`config.mk`:
```
export PLATFORM = sky130hd
export DESIGN_NAME = crc16_record_checker_top
export DESIGN_NICKNAME = d
export VERILOG_FILES = /design/src/hdl/crcrc_pkg.sv /design/src/hdl/crc16_record_checker_top.sv /design/src/hdl/crcrc_in_reg.sv /design/src/hdl/crcrc_core.sv
export SDC_FILE = /design/constraint.sdc
export NUM_CORES = 1
export LEC_CHECK = 0
export ABC_AREA = 0
export BUFFER_PORTS_ARGS = -buffer_cell sky130_fd_sc_hd__buf_2
export CAP_MARGIN = 25
export CELL_PAD_IN_SITES_DETAIL_PLACEMENT = 0
export CELL_PAD_IN_SITES_GLOBAL_PLACEMENT = 2
export CORE_ASPECT_RATIO = 1.5
export CORE_MARGIN = 10
export CORE_UTILIZATION = 40
export DETAILED_ROUTE_END_ITERATION = 16
export HOLD_SLACK_MARGIN = 0.08
export PLACE_DENSITY_LB_ADDON = 0.3
export SLEW_MARGIN = 10
export SYNTH_ARGS = -nofsm -noshare
export SYNTH_HDL_FRONTEND = slang
export SYNTH_SLANG_ARGS = --single-unit
export TNS_END_PERCENT = 5
```
`constraint.sdc`:
```
create_clock -name i_clk -period 19.6 [get_ports i_clk]
set_input_delay 1.96 -clock i_clk [delete_from_list [all_inputs] [get_ports i_clk]]
set_output_delay 1.96 -clock i_clk [all_outputs]
set_load 0.01 [all_outputs]
```
`src/hdl/crcrc_pkg.sv`:
```
// Shared types and the CRC-16 byte fold for the record CRC checker.
// No dependencies; used by crc16_record_checker_top, crcrc_in_reg and crcrc_core.
package crcrc_pkg;

    localparam logic [15:0] CRC_INIT  = 16'hFFFF;
    localparam logic [15:0] CRC_POLY  = 16'h1021;
    localparam logic [31:0] COUNT_MAX = 32'hFFFF_FFFF;

    // One incoming request after the input register.
    typedef struct packed {
        logic [15:0] expected_crc;
        logic        record_end;
        logic        byte_present;
        logic [7:0]  data_byte;
    } t_item;

    // Result payload, first field in the highest bits.
    typedef struct packed {
        logic [15:0] mismatch_actual;
        logic [15:0] mismatch_expected;
        logic [31:0] failed_count;
        logic [31:0] passed_count;
        logic [31:0] checked_count;
        logic [15:0] computed_crc;
    } t_result;

    // MSB-first fold of one byte, poly 0x1021, no reflection.
    function automatic logic [15:0] crc_fold(input logic [15:0] crc, input logic [7:0] b);
        logic [15:0] c;
        c = crc ^ {b, 8'h00};
        for (int k = 0; k < 8; k++) begin
            if (c[15]) begin
                c = {c[14:0], 1'b0} ^ CRC_POLY;
            end else begin
                c = {c[14:0], 1'b0};
            end
        end
        return c;
    endfunction

    function automatic logic [31:0] sat_inc(input logic [31:0] v);
        return (v == COUNT_MAX) ? v : v + 32'd1;
    endfunction

endpackage

```
`src/hdl/crc16_record_checker_top.sv`:
```
// Record CRC checker: CRC-16 (init 0xFFFF, poly 0x1021) over record bytes.
// A closing request is held in the input register, then folded and compared into the
// result register.
// Throughput: one request per cycle; a closing request waits while a result is stalled.
// Reset (sync, active low): CRC to 0xFFFF, counts and mismatch values to 0.
// Depends on crcrc_pkg, crcrc_in_reg, crcrc_core.
module crc16_record_checker_top (
    input  logic          i_clk,
    input  logic          i_rst_n,
    input  logic          s_axis_tvalid,
    output logic          s_axis_tready,
    input  logic [23:0]   s_axis_tdata,   // data_byte[7:0], expected_crc[23:8]
    input  logic          s_axis_tlast,   // record_end
    input  logic          s_axis_tuser,   // byte_present
    output logic          m_axis_tvalid,
    input  logic          m_axis_tready,
    output logic [143:0]  m_axis_tdata,   // computed_crc[15:0], checked_count[47:16],
                                          // passed_count[79:48], failed_count[111:80],
                                          // mismatch_expected[127:112],
                                          // mismatch_actual[143:128]
    output logic          m_axis_tuser    // crc_ok
);

    logic               item_valid;
    logic               item_take;
    crcrc_pkg::t_item   item;
    crcrc_pkg::t_result result;

    crcrc_in_reg u_in_reg (
        .i_clk   (i_clk),
        .i_rst_n (i_rst_n),
        .i_valid (s_axis_tvalid),
        .o_ready (s_axis_tready),
        .i_tdata (s_axis_tdata),
        .i_tlast (s_axis_tlast),
        .i_tuser (s_axis_tuser),
        .i_take  (item_take),
        .o_valid (item_valid),
        .o_item  (item)
    );

    crcrc_core u_core (
        .i_clk       (i_clk),
        .i_rst_n     (i_rst_n),
        .i_valid     (item_valid),
        .i_item      (item),
        .o_take      (item_take),
        .i_out_ready (m_axis_tready),
        .o_out_valid (m_axis_tvalid),
        .o_crc_ok    (m_axis_tuser),
        .o_result    (result)
    );

    assign m_axis_tdata = result;

endmodule

```
`src/hdl/crcrc_in_reg.sv`:
```
// Input register of the record CRC checker: captures one request per cycle while the held one is taken.
// Depends on crcrc_pkg.
module crcrc_in_reg (
    input  logic                 i_clk,
    input  logic                 i_rst_n,
    input  logic                 i_valid,
    output logic                 o_ready,
    input  logic [23:0]          i_tdata,
    input  logic                 i_tlast,
    input  logic                 i_tuser,
    input  logic                 i_take,
    output logic                 o_valid,
    output crcrc_pkg::t_item     o_item
);

    logic             r_valid;
    crcrc_pkg::t_item r_item;
    crcrc_pkg::t_item n_item;

    // Room when empty or when the held request moves on this cycle.
    assign o_ready = !r_valid || i_take;

    always_comb begin
        n_item.data_byte    = i_tdata[7:0];
        n_item.expected_crc = i_tdata[23:8];
        n_item.byte_present = i_tuser;
        n_item.record_end   = i_tlast;
    end

    always_ff @(posedge i_clk) begin
        if (!i_rst_n) begin
            r_valid <= 1'b0;
        end else if (o_ready) begin
            r_valid <= i_valid;
        end
    end

    always_ff @(posedge i_clk) begin
        if (o_ready && i_valid) begin
            r_item <= n_item;
        end
    end

    assign o_valid = r_valid;
    assign o_item  = r_item;

endmodule

```
`src/hdl/crcrc_core.sv`:
```
// CRC fold, record compare, saturating counters and the result register.
// Depends on crcrc_pkg.
module crcrc_core (
    input  logic                 i_clk,
    input  logic                 i_rst_n,
    input  logic                 i_valid,
    input  crcrc_pkg::t_item     i_item,
    output logic                 o_take,
    input  logic                 i_out_ready,
    output logic                 o_out_valid,
    output logic                 o_crc_ok,
    output crcrc_pkg::t_result   o_result
);

    logic [15:0]        r_crc;
    logic [31:0]        r_checked;
    logic [31:0]        r_passed;
    logic [31:0]        r_failed;
    logic [15:0]        r_bad_exp;
    logic [15:0]        r_bad_act;
    logic               r_out_valid;
    logic               r_ok;
    crcrc_pkg::t_result r_result;

    logic [15:0]        n_crc;
    logic [31:0]        n_checked;
    logic [31:0]        n_passed;
    logic [31:0]        n_failed;
    logic [15:0]        n_bad_exp;
    logic [15:0]        n_bad_act;
    logic               n_ok;
    logic               out_free;
    logic               close;

    assign out_free = !r_out_valid || i_out_ready;
    // A non-closing byte never needs the result slot.
    assign o_take   = i_valid && (!i_item.record_end || out_free);
    assign close    = o_take && i_item.record_end;

    always_comb begin
        n_crc     = i_item.byte_present ? crcrc_pkg::crc_fold(r_crc, i_item.data_byte)
                                        : r_crc;
        n_ok      = (n_crc == i_item.expected_crc);
        n_checked = crcrc_pkg::sat_inc(r_checked);
        n_passed  = n_ok ? crcrc_pkg::sat_inc(r_passed) : r_passed;
        n_failed  = n_ok ? r_failed : crcrc_pkg::sat_inc(r_failed);
        n_bad_exp = n_ok ? r_bad_exp : i_item.expected_crc;
        n_bad_act = n_ok ? r_bad_act : n_crc;
    end

    always_ff @(posedge i_clk) begin
        if (!i_rst_n) begin
            r_crc     <= crcrc_pkg::CRC_INIT;
            r_checked <= '0;
            r_passed  <= '0;
            r_failed  <= '0;
            r_bad_exp <= '0;
            r_bad_act <= '0;
        end else if (close) begin
            r_crc     <= crcrc_pkg::CRC_INIT;
            r_checked <= n_checked;
            r_passed  <= n_passed;
            r_failed  <= n_failed;
            r_bad_exp <= n_bad_exp;
            r_bad_act <= n_bad_act;
        end else if (o_take) begin
            r_crc <= n_crc;
        end
    end

    always_ff @(posedge i_clk) begin
        if (!i_rst_n) begin
            r_out_valid <= 1'b0;
        end else if (out_free) begin
            r_out_valid <= close;
        end
    end

    always_ff @(posedge i_clk) begin
        if (close) begin
            r_ok                       <= n_ok;
            r_result.computed_crc      <= n_crc;
            r_result.checked_count     <= n_checked;
            r_result.passed_count      <= n_passed;
            r_result.failed_count      <= n_failed;
            r_result.mismatch_expected <= n_bad_exp;
            r_result.mismatch_actual   <= n_bad_act;
        end
    end

    assign o_out_valid = r_out_valid;
    assign o_crc_ok    = r_ok;
    assign o_result    = r_result;

endmodule

```
== Yosys cells after proc, flatten, opt, wreduce, memory -nomap -nowiden ==
Index checks and enable logic that the tools add are counted.

* Logic and storage cells: 62
* Register bits: 317
* Input bits: 30
* Output and inout port bits: 147

* $add $sub $neg: 3
* Multiplexer cells: 16
* Eq/ne operators: 4
* Reductions and logical operators: 10
* Bitwise gates (word level): 10

{| class="wikitable"
|+ Operator list
! kind !! number
|-
| $mux W32 || 5
|-
| $mux W13 || 8
|-
| $add A32 B1 Y32 const B || 3
|-
| $eq A32 B32 Y1 const B || 3
|-
| $mux W16 || 3
|-
| $not A3 Y3 || 8
|-
| $eq A16 B16 Y1 || 1
|-
| $xor A16 B16 Y16 || 1
|-
| $logic_and A1 B1 Y1 || 3
|-
| $logic_not A1 Y1 || 3
|-
| $logic_or A1 B1 Y1 || 3
|-
| $reduce_or A2 Y1 || 1
|-
| $not A1 Y1 || 1
|}

== Longest topological paths before layout ==
* Depth after elaboration: 20
* Mapped depth: 16
* Gate-level depth less buffers: 10

== Hierarchy ==
From an unflattened synthesis, not the netlist that was laid out.

* Cell total of the unflattened synthesis: 1433
* Area total of the unflattened synthesis: 14575.2 um^2

{| class="wikitable"
|+ Modules (own cells, without submodules)
! module !! cells an instance !! area each (um^2) !! instances
|-
| crcrc_core || 1402 || 13736.9 || 1
|-
| crcrc_in_reg || 31 || 838.3 || 1
|}

== Least setup slack after synthesis ==
Ideal clock, no wire load.

* Path type: input to register
* From: input m_axis_tready
* To: register u_core.r_ok (netlist: u_core.o_crc_ok) (enable)
* Library setup time: 0.566 ns
* Data arrival time: 6.978 ns
* Setup slack: 12.057 ns
* Stages on the path: 8
* Cells stage by stage: nor2b_1 nand2_1 and2_1 clkbuf_1 nand2_1 inv_1 clkbuf_1 clkbuf_1

* Word-level cells in the longest chain between the ends: 4

{| class="wikitable"
|+ Ends and longest elaborated chain
! item !! line !! RTL
|-
| from (decl) || crc16_record_checker_top.sv:16 || <nowiki>input logic m_axis_tready,</nowiki>
|-
| $logic_or A1 B1 Y1 || crcrc_core.sv:35 || <nowiki>assign out_free = !r_out_valid || i_out_ready;</nowiki>
|-
| $logic_or A1 B1 Y1 || crcrc_core.sv:37 || <nowiki>assign o_take = i_valid && (!i_item.record_end || out_free);</nowiki>
|-
| $logic_and A1 B1 Y1 || crcrc_core.sv:37 ||
|-
| $logic_and A1 B1 Y1 || crcrc_core.sv:38 || <nowiki>assign close = o_take && i_item.record_end;</nowiki>
|-
| net u_core.close || crcrc_core.sv:33 || <nowiki>logic close;</nowiki>
|-
| to (signal assigned) || crcrc_core.sv:81 || <nowiki>r_ok <= n_ok;</nowiki>
|-
| to (decl) || crcrc_core.sv:22 || <nowiki>logic r_ok;</nowiki>
|}

The timed path passes the listed nets, and every way through them passes these cells.
A chain may end at the register's enable or synchronous reset.

== Final worst setup path ==
* From: register u_core.r_crc[15]
* To: register u_core.r_result, in the netlist u_core.o_result[81], data pin

* Word-level cells in the longest chain between the ends: 13
* Elaborated cells on any way between the ends: 14
* Those cells by class: eq/ne (1); mux (10); bitwise (3)

{| class="wikitable"
|+ Ends and longest elaborated chain
! item !! line !! RTL
|-
| from (decl) || crcrc_core.sv:15 || <nowiki>logic [15:0] r_crc;</nowiki>
|-
| from (signal assigned) || crcrc_core.sv:53 || <nowiki>r_crc <= crcrc_pkg::CRC_INIT;</nowiki>
|-
| from (signal assigned) || crcrc_core.sv:60 || <nowiki>r_crc <= crcrc_pkg::CRC_INIT;</nowiki>
|-
| from (signal assigned) || crcrc_core.sv:67 || <nowiki>r_crc <= n_crc;</nowiki>
|-
| $xor A16 B16 Y16 || crcrc_pkg.sv:30 || <nowiki>c = crc ^ {b, 8'h00};</nowiki>
|-
| $mux W13 (5 in a row) || crcrc_pkg.sv:32 || <nowiki>if (c[15]) begin</nowiki>
|-
| $not A3 Y3 (no line) or $mux W13 (tied branches) || n/a ||
|-
| $mux W13 || crcrc_pkg.sv:32 ||
|-
| $mux W13 or $not A3 Y3 (tied branches) || n/a ||
|-
| $mux W13 || crcrc_pkg.sv:32 ||
|-
| $mux W16 (*) || crcrc_core.sv:41 || <nowiki>n_crc = i_item.byte_present ? crcrc_pkg::crc_fold(r_crc, i_item.data_byte)</nowiki>
|-
| $eq A16 B16 Y1 (*) || crcrc_core.sv:43 || <nowiki>n_ok = (n_crc == i_item.expected_crc);</nowiki>
|-
| $mux W32 (*) || crcrc_core.sv:46 || <nowiki>n_failed = n_ok ? r_failed : crcrc_pkg::sat_inc(r_failed);</nowiki>
|-
| net u_core.n_failed[1] || crcrc_core.sv:28 || <nowiki>logic [31:0] n_failed;</nowiki>
|-
| to (decl) || crcrc_core.sv:23 || <nowiki>crcrc_pkg::t_result r_result;</nowiki>
|}

Mark *: on every way through the listed nets, which the timed path passes. The rest lies on a longest branch.

==> impl_metrics.py <==
metrics = {
    "clock_tree": {
        "clock-sinks": 317,
        "cts_buffers": 31,
        "cts-root-buf": "clkbuf_16",
        "holdBufCountCts": 0,
        "path_clk_slew_ns": 0.07,
        "ctsResizeCount": 0,
        "clock_path_buffers": 3,
        "post_cts_buffers": 0,
        "clock_latency_ns": 0.58,
        "cts_max_level": 1,
        "cts_tree": "built",
    },
    "detailed_routing": {
        "route.detailed.drc": 0,
        "drt_iter0_drc": 755,
        "wl_met1_um": 15800,
        "routed_via_density": 5.21,
        "ant_nets": 0,
        "wl_met2_um": 19800,
        "drt-total-wl_um": 38300,
        "wire_per_inst_um": 18.3,
        "wl_met3_um": 1750,
        "vias": 10900,
        "top_layer_used": "met4",
        "dr.pass1.iters": 5,
    },
    "sta": {
        "slew_violations": 0,
        "slew_headroom_pct": 33.4,
        "skew_ns": 0.0107,
        "fin_crit_ns": 4.90,
        "rsz0062_at_grt": "no",
        "tns_ns": 0,
        "fmax_mhz": 204,
        "timing.hold.ws_ns": 0.455,
        "finalCritPeriodShare_pct": 25.0,
        "finalHoldViolCount": 0,
        "finalSetupViolCount": 0,
        "tightestPinTransition_ns": 0.999,
    },
    "cells_and_area": {
        "mostFrequentLayoutCell": "nand2_1",
        "diodes": 0,
        "final_cell_mix": "208 x nand2_1, 176 x buf_2, 171 x edfxtp_1",
        "nNetsFinal": 1624,
        "syn_to_final_growth_pct": 15.7,
        "drive_gt1_share_pct": 16.3,
    },
    "placed_design": {
        "portBuffers": 176,
        "dp_hpwl_um": 25800,
        "routabilityCongestion": 0.902,
    },
    "logic_synthesis": {
        "yosys-top-cells-area": "edfxtp_1 35%, dfxtp_1 20%, nand2_1 5.3%",
        "synth_nets": 1488,
        "ys_ff_latch": 317,
        "synthArstFlopShare_pct": 0,
        "synthCells": 1455,
        "syn-cell-area_um2": 14700,
        "ys.warnings.count": 0,
        "avgSynthCellArea_um2": 10.1,
        "synth.top_cell.area_share_pct": 34.8,
        "synth.largest_area_cell": "edfxtp_1",
        "ys.flop_type": "edfxtp_1",
        "synth_cell_types": 59,
        "synth_edf_count": 171,
        "yosysSeqAreaShare_pct": 54.7,
    },
    "floorplanning": {
        "core_area_um2": 36600,
        "die_w_um": 177,
        "ioPinCount": 177,
        "start_util_pct": 40.3,
        "dieArea_um2": 45100,
        "die_y_um": 255,
        "rows": 86,
    },
    "setup_path": {
        "rr_worst_depth": 10,
        "crit_start": "u_core.r_crc[15]",
        "setup.worst_path.end": "u_core.o_result[81]",
        "cp.required_ns": 19.92,
        "critPathArrivalTime_ns": 5.22,
        "endpoint_kind": "flip-flop",
        "timing.rr.end": "u_core.o_result[81]",
        "cp-start-kind": "flip-flop",
        "worstPathMaxFanout": 75,
        "r2r_slack_ns": 14.70,
        "critPathKind": "flip-flop to flip-flop",
        "r2r-start": "u_core.r_crc[15]",
    },
    "power_and_ir_drop": {
        "pwr_density_cell_nw_per_um2": 83.5,
        "power.leakage_nw": 6.63,
        "peakVddDrop_mv": 0.0727,
    },
    "job": {
        "maxCapViolCount": 0,
    },
    "global_routing": {
        "grt_pass1_vias": 10800,
        "track_usage_pct": 16.6,
        "grt_max_degree": 147,
        "antenna_found_initial": 0,
        "grt_pass1_wl_um": 60100,
        "grt.overflow.total": 0,
    },
    "min_path": {
        "hold_path_startpoint": "u_core.r_bad_exp[10]",
        "hp-class": "flip-flop to flip-flop",
    },
    "status": {
        "status": "finished clean",
    },
}
[per-stage QoR]
step | instance area, um2 | cells | power [mW] | utilization, % | setup WS, ns
6_report | 17100 | 2100 | 1.42 | 46.6 | 14.70
5_1_grt | 17100 | 2100 | 1.48 | 46.6 | 14.33
3_3_place_gp | 16000 | 2040 | 0.841 | 43.8 | 14.07
3_5_place_dp | 16000 | 2041 | 0.842 | 43.8 | 14.02
4_1_cts | 17000 | 2099 | 1.44 | 46.5 | 14.62
2_1_floorplan | 14700 | 1455 | 0.808 | - | 12.06
[report_power, final]
part           internal (mW)  leakage, nW  switching [mW]
logic                 0.0379         3.21          0.0611
clock network          0.335        0.493           0.262
registers              0.716         2.93          0.0124
[worst min-delay path by stage]
stage,endpoint,slack [ns],cells past startpoint
6_report,u_core.r_bad_exp[10],0.46,2
5_1_grt,u_core.r_bad_exp[11],0.47,2
4_1_cts,u_core.r_bad_exp[11],0.46,2
3_5_place_dp,u_core.r_bad_exp[11],0.45,2
3_3_place_gp,u_core.r_bad_exp[11],0.44,2
2_1_floorplan,u_core.r_bad_act[2],0.44,2
[worst max-delay path, stage by stage, from the launching register on]
cell and delay, ns:
dfxtp_1 0.69, xnor3_1 0.57, xnor2_1 0.16, and3_1 0.18, o21a_1 0.17, o211ai_1 0.30, or2_4 0.62, clkinv_2 0.69
buf_4 0.57, nor2_1 0.28, mux2_2 0.35
[Yosys cell counts (all sizes together), types with 4 or more instances]
| cell | number |
|---|---|
| and3 | 16 |
| clkbuf | 65 |
| a21oi | 76 |
| nor4 | 33 |
| and2 | 12 |
| nand2b | 30 |
| and4 | 9 |
| o211ai | 14 |
| xnor3 | 7 |
| xnor2 | 67 |
| a211oi | 4 |
| nand4 | 30 |
| or3 | 33 |
| nand3 | 95 |
| nor2 | 100 |
| buf | 24 |
| o21a | 4 |
| or4 | 17 |
| o21ai | 42 |
| nand4b | 4 |
| o31ai | 19 |
| inv | 27 |
| mux2i | 32 |
| or2 | 7 |
| nand2 | 209 |
| xor3 | 6 |
| nor3 | 42 |
| xor2 | 76 |
| dfxtp | 146 |
| edfxtp | 171 |
[state kept, by name (all words and copies together) (netlist names)]
signal              flops
u_core.o_crc_ok         1
u_core.r_bad_act       16
u_in_reg.o_valid        1
u_in_reg.o_item        26
u_core.r_checked       32
u_core.o_result       144
u_core.r_passed        32
u_core.r_bad_exp       16
u_core.r_failed        32
u_core.r_crc           16
u_core.o_out_valid      1
[area by class of cell]
cell class	count	area, um2
Clock buffer	36	805
Timing Repair Buffer	192	1020
Clock inverter	22	208
Inverter	27	110
Fill cell	3523	19500
Multi-Input combinational cell	1022	6250
Tap cell	484	606
Sequential cell	317	8060
[logic make-up (layout without fill, tap and decap cells)]
kind of cell             count (synthesis)  after routing  share of synthesized area [%]
adder cells (fa/ha/maj)                  3              3                          0.255
AND/OR/NAND/NOR                        648            648                           21.6
AO/OA/AOI/OAI                          180            180                           7.34
multiplexers                            35             35                           2.40
XOR/XNOR                               156            156                           10.6
buffers and inverters                  116            277                           3.11
flip-flops                             317            317                           54.7
[per-layer routing]
layer,GRT usage (%),vias to the layer above
met5,0,-
met4,5.47,0
met3,2.55,51
met2,30.0,252
met1,19.8,5178
li1,-,5461
Note: power is estimated with default switching activity, not from simulation.
